File: config.mk
export PLATFORM = sky130hd
export DESIGN_NAME = ibf_cell
export DESIGN_NICKNAME = d
export VERILOG_FILES = /design/src/rtl/ibf_pkg.sv /design/src/rtl/ibf_cell.sv
export SDC_FILE = /design/constraint.sdc
export NUM_CORES = 1
export LEC_CHECK = 0
export ABC_AREA = 1
export BUFFER_PORTS_ARGS = -buffer_cell sky130_fd_sc_hd__buf_2
export CORE_AREA = 2 2 163 165
export CTS_BUF_LIST = sky130_fd_sc_hd__clkbuf_4
export DETAILED_ROUTE_END_ITERATION = 10
export DIE_AREA = 0 0 165 167
export SLEW_MARGIN = 10
export SYNTH_ARGS = -nofsm -noshare
export SYNTH_HDL_FRONTEND = slang
export SYNTH_SLANG_ARGS = --single-unit
File: constraint.sdc
create_clock -name clk -period 3.6 [get_ports clk]
set_input_delay 0.36 -clock clk [delete_from_list [all_inputs] [get_ports clk]]
set_output_delay 0.36 -clock clk [all_outputs]
set_load 0.05 [all_outputs]
File: src/rtl/ibf_pkg.sv
// shared types, constants and helpers of the ip ban filter table
`default_nettype none
package ibf_pkg;

    localparam int DEPTH  = 32;
    localparam int IW     = (DEPTH > 1) ? $clog2(DEPTH) : 1;
    localparam int SLOT_W = 6;

    localparam logic [31:0] ALL_ONES = 32'hffff_ffff;

    localparam logic [2:0] MODE_LOOKUP  = 3'd0;
    localparam logic [2:0] MODE_ADD     = 3'd1;
    localparam logic [2:0] MODE_RM_SLOT = 3'd2;
    localparam logic [2:0] MODE_RM_ADDR = 3'd3;
    localparam logic [2:0] MODE_READ    = 3'd4;

    localparam logic [1:0] ST_OK        = 2'd0;
    localparam logic [1:0] ST_FULL      = 2'd1;
    localparam logic [1:0] ST_NOT_FOUND = 2'd2;
    localparam logic [1:0] ST_BAD_SLOT  = 2'd3;

    localparam logic [1:0] FM_OFF     = 2'd0;
    localparam logic [1:0] FM_DISCARD = 2'd1;

    typedef struct packed {
        logic [31:0] addr;
        logic [3:0]  mask;
        logic [31:0] len;
        logic [31:0] endt;
    } entry_t;

    // query broadcast to every cell
    typedef struct packed {
        logic [31:0] addr;
        logic [31:0] cmp;
        logic [3:0]  mask;
        logic [31:0] now;
    } query_t;

    typedef struct packed {
        logic expired;
        logic lk_match;
        logic ex_match;
        logic ones;
    } flags_t;

    function automatic logic [3:0] octet_mask_of(input logic [31:0] a);
        logic [3:0] m;
        m[3] = (a[31:24] != 8'd0);
        m[2] = (a[23:16] != 8'd0);
        m[1] = (a[15:8]  != 8'd0);
        m[0] = (a[7:0]   != 8'd0);
        return m;
    endfunction

    function automatic logic [31:0] expand_mask(input logic [3:0] m);
        return {{8{m[3]}}, {8{m[2]}}, {8{m[1]}}, {8{m[0]}}};
    endfunction

endpackage
`default_nettype wire

File: src/rtl/ibf_cell.sv
// one table entry with its match and expiry flags and a shift from the upper neighbor
`default_nettype none
module ibf_cell
    import ibf_pkg::*;
(
    input  wire logic   clk,
    input  wire logic   rst_n,
    input  wire query_t query,
    input  wire logic   load,
    input  wire entry_t wr_entry,
    input  wire logic   rm_load,
    input  wire logic   rm_set,
    input  wire logic   compact,
    input  wire entry_t nb_entry,
    input  wire logic   nb_rm,
    input  wire logic   found_in,
    output logic        found_out,
    output entry_t      entry,
    output logic        rm,
    output flags_t      flags
);

    entry_t entry_reg;
    logic   rm_reg;
    logic   shift;

    // this cell or one below it is the lowest one being removed
    assign found_out = found_in | rm_reg;
    assign shift     = compact & found_out;

    always_ff @(posedge clk)
    begin
        if (load)
        begin
            entry_reg <= wr_entry;
        end
        else if (shift)
        begin
            entry_reg <= nb_entry;
        end
    end

    always_ff @(posedge clk or negedge rst_n)
    begin
        if (!rst_n)
        begin
            rm_reg <= 1'b0;
        end
        else if (rm_load)
        begin
            rm_reg <= rm_set;
        end
        else if (shift)
        begin
            rm_reg <= nb_rm;
        end
    end

    assign entry = entry_reg;
    assign rm    = rm_reg;

    assign flags.expired  = (entry_reg.addr != ALL_ONES) && (entry_reg.len != 32'd0)
                            && (entry_reg.endt <= query.now);
    assign flags.lk_match = ((query.addr & expand_mask(entry_reg.mask)) == entry_reg.addr);
    assign flags.ex_match = (entry_reg.addr == query.cmp) && (entry_reg.mask == query.mask);
    assign flags.ones     = (entry_reg.addr == ALL_ONES);

endmodule
`default_nettype wire

# Word-level counts from Yosys, hierarchy flattened
# Index checks and enable logic that the tools add are counted.
# Widths: inputs -> output; s select.
[totals]
latch_bits = 0
register_bits = 101
memories = 0
ramBits = 0
input_bits = 308
rom_bits = 0
[classes]
n_mux = 4
n_mul = 0
bitwise = 3
div = 0
n_reduce_logical = 6
addsub = 0
shifts = 0
order_cmp = 1
eq_ne = 5
[ops]
columns = ["op", "count"]
rows = [
  ["$mux 100", 2],
  ["$eq 32x32->1", 2],
  ["$and 32x32->32", 1],
  ["$eq 32x32->1 const B", 1],
  ["$le 32x32->1", 1],
  ["$ne 32x32->1 const B", 1],
  ["$reduce_bool 32->1", 1],
  ["$eq 4x4->1", 1],
  ["$reduce_bool 2->1", 2],
  ["$logic_and 1x1->1", 3],
  ["$mux 1", 2],
  ["$and 1x1->1", 1],
  ["$or 1x1->1", 1],
]

# Longest topological paths before layout
[depth]
ltp_word = 4
depth_mapped = 14
ltp_nobuf = 14

# Worst setup path after synthesis
# Ideal clock, no wire load.
[synth_path]
path_kind = "reg-to-reg"
start = "register rm_reg (netlist: rm)"
end = "register entry_reg (netlist bit entry[0]) (enable)"
path_buffers = 0
setup_slack_ps = -141
arrival_time_ps = 2814
path_stages_with_launch = 4
path_cell_list = "dfrtp_1 or2_2 nand2_1 nand2_1"
[synth_via]
elab_chain_cells = 3
[synth_lines]
columns = ["element", "line_no", "source"]
rows = [
  ["start, declared", "ibf_cell.sv:24", "logic rm_reg;"],
  ["start signal, assigned", "ibf_cell.sv:51", "rm_reg <= rm_set;"],
  ["start signal, assigned", "ibf_cell.sv:55", "rm_reg <= nb_rm;"],
  ["$or 1x1->1", "ibf_cell.sv:28", "assign found_out = found_in | rm_reg;"],
  ["named net found_out", "ibf_cell.sv:17", "output logic found_out,"],
  ["$and 1x1->1", "ibf_cell.sv:29", "assign shift = compact & found_out;"],
  ["$reduce_bool 2->1 (no line)", "--", ""],
  ["end signal, assigned", "ibf_cell.sv:35", "entry_reg <= wr_entry;"],
  ["end signal, assigned", "ibf_cell.sv:39", "entry_reg <= nb_entry;"],
  ["end, declared", "ibf_cell.sv:23", "entry_t entry_reg;"],
]
# The timed path passes the listed nets, and every way through them passes these cells.
# A chain may end at the register's enable or synchronous reset.

==> out/metrics.cfg <==
[status]
status = finished clean

[global_routing]
track_usage = 0.167
grt_pass1_wl_um = 34400
antenna_found_initial = 2
grt_max_degree = 101
grt_overflow_total = 0
grt_pass1_vias = 6176

[power_and_ir_drop]
p_comb_frac = 0.338
switching_share = 0.410
internal_power_mw = 1.97
powerDensity_nw_per_um2 = 372
clkPwrFrac = 0.200
ir_drop_v = 0.000188
p_seq_frac = 0.462
p_leak_nw = 4.79
power_switching_mw = 1.37

[synthesis]
synth_top_area_share = 0.470
netlist_area_sq_um = 6390
yosysTopAreaCell = edfxtp_1
syn_avg_cell_area_sq_um = 8.10
ys_seq_area_frac = 0.474
yosysWarnings = 0
syn_inst = 789
synth_ff_type = edfxtp_1
syn_nets = 1129
synth_edf_count = 100
synthArstFlopShare = 0.00990
ys_ff_latch = 101
synthTopCellsByArea = edfxtp_1 (47%), nand2_1 (23%), ha_1 (6.3%)
synth_cell_type_count = 32

[finish]
final_cells = 1534
largest_reg_flops = 100
area_growth_pct = 40.4
drive_above_1_share = 0.374
post-route-util = 0.348
fin_nets = 1532

[clock_network]
cts_tree = yes
cts_resized = 0
clk_pin_slew_ns = 0.22
clk_path_buf_depth = 2
clkLatencyLatePin_ns = 0.49
cts_buffers = 9
clock-root-buffer = clkbuf_4
cts_htree_levels = 3
clkSinkCount = 101

[drt]
first_pass_iters = 5
antenna_left = 0
dr_total_vias = 6496
drcViolationCount = 0
finalWirelength_um = 23900
vias_per_cell = 4.23
drt-initial-drc-count = 297
routedWlPerCell_um = 15.6

[die]
core_area_sq_um = 25800
dieHeight_um = 167
pin_count = 414
die_area_sq_um = 27600
row_count = 59
initial_core_util = 0.248
die_w_um = 165

[setup_path]
r2r_start = rm$_DFFE_PN0P_
cp_slowest_stage_delay_ns = 0.72
cp_cell_sequence = xor2_1 > nor4_1 > nand3_1 > nor2_1 > buf_2
r2r_cells = 4
crit_slowest_cell = edfxtp_1
cp-end-kind = output port
worstSetupPathType = reg -> out
cp_max_fo = 11
cp-start-kind = flip-flop
critPathBufInv = 1
path_delay_family = flip-flops
cp_data_required_time_ns = 3.24
arrival_ns = 2.45
reg2reg_to = entry[71]$_DFFE_PP_
r2r_slack_ns = 1.61
cp-startpoint = entry[66]$_DFFE_PP_

[sta]
skew_ns = 0.0282
maxSlewHeadroom = 0.296
grt_setup_unrepaired = no
hold_violations = 0
finalCritPeriodShare = 0.782
slew_viol_final = 0
finalSetupTns_ns = 0
tightest_slew_ns = 1.06
setup_viol = 0
fin_crit_ns = 2.81
fmax_mhz = 355

[placement]
routabilityCongestion = 0.925
hpwl_um = 19700
dp.cells = 1514
port-buffer-count = 413

[min_path]
hold_path_depth = 3
hp-start = nb_entry[38]
min_to = entry[38]$_DFFE_PP_
min_path_type = in -> reg

[flow_run]
drv_cap = 0

[per-stage QoR]
step,power (mW),hold WS (ns),area (sq um),setup slack [ns]
floorplan,2.29,0.0644,6390,0.830
global placement,2.70,0.153,8780,1.32
detailed placement,2.71,0.156,8780,1.28
CTS,3.39,0.0366,8960,0.653
global route,3.52,0.0261,8970,0.641
finish,3.34,0.0970,8970,0.786
[power groups by stage]
stage	combinational [mW]	clock, mW	sequential [mW]
finish	1.13	0.668	1.54
global route	1.23	0.738	1.56
CTS	1.14	0.708	1.54
detailed placement	1.14	0	1.57
global placement	1.13	0	1.57
floorplan	0.373	0	1.91
[worst reg2reg max path, delay by kind of cell, from the launching register on]
family | cells | cell delay (ns)
flops | 1 | 0.43
simple gates | 3 | 0.84
buf+inv | 1 | 0.39
[layer usage]
metal / global-route usage / up-vias / wire, um
li1: - / 3331 / -
met1: 0.210 / 2901 / 10100
met2: 0.293 / 244 / 12100
met3: 0.0314 / 20 / 1360
met4: 0.0393 / 0 / 366
met5: 0 / - / 0
[layout make-up]
cell class / count / area (sq um)
antenna: 2 / 5.00
sequential: 101 / 3030
timing repair buffer: 418 / 2120
clock inverter: 7 / 96.3
fill: 2778 / 16800
tap: 335 / 419
clock buffer: 9 / 67.6
multi-input combinational: 604 / 3010
inverter: 58 / 219
[Yosys cell counts (all sizes together), types with 3 or more instances]
cell type	count
inv	58
clkbuf	11
xor2	28
or2	3
nor4	3
buf	15
nor3	4
ha	32
nand4	20
nand2	398
xnor2	23
edfxtp	100
nor2	48
nand3	10
o21ai	8
a21oi	15
[cells in the final DEF, fill, tap and decap left out, types with 2 or more instances in the layout]
cell type	netlist	routed
nand3_1	10	10
nand2_2	4	4
clkbuf_4	0	9
diode_2	0	2
a21oi_1	15	15
nor4_1	3	3
nor2_1	48	48
edfxtp_1	100	100
o22ai_1	2	2
nand2_4	1	2
xor2_1	27	27
nor3_2	4	4
clkinv_8	0	4
nand4_1	20	20
dlygate4sd3_1	0	2
buf_2	10	412
xnor2_1	23	23
inv_8	0	2
o21ai_0	8	8
buf_4	0	3
inv_1	58	57
ha_1	32	32
a21o_1	2	2
or2_2	3	3
nand2_1	393	392
[worst max path at each step]
| stage | to | slack [ns] | cells after the start |
|---|---|---|---|
| finish | flags[1] | 0.79 | 5 |
| global route | flags[3] | 0.64 | 7 |
| CTS | flags[3] | 0.65 | 7 |
| detailed placement | flags[3] | 1.28 | 7 |
| global placement | flags[1] | 1.32 | 5 |
| floorplan | entry[0]$_DFFE_PP_ | 0.83 | 3 |
[logic make-up (layout without fill, tap and decap cells)]
family,after synthesis,count (layout),share of synthesized area
buffers and inverters,84,492,0.0560
flip-flops,101,101,0.474
other,0,2,0
AO/OA/AOI/OAI,32,32,0.0284
XOR/XNOR,51,51,0.0711
adder cells (fa/ha/maj),32,32,0.0627
AND/OR/NAND/NOR,489,489,0.308
[timing repair]
item | 4_1_cts | 5_1_grt
buffers inserted | 0 | 0
hold endpoints to repair | 2 | 0
hold buffers | 2 | 0
Note: power is estimated with default switching activity, not from simulation.
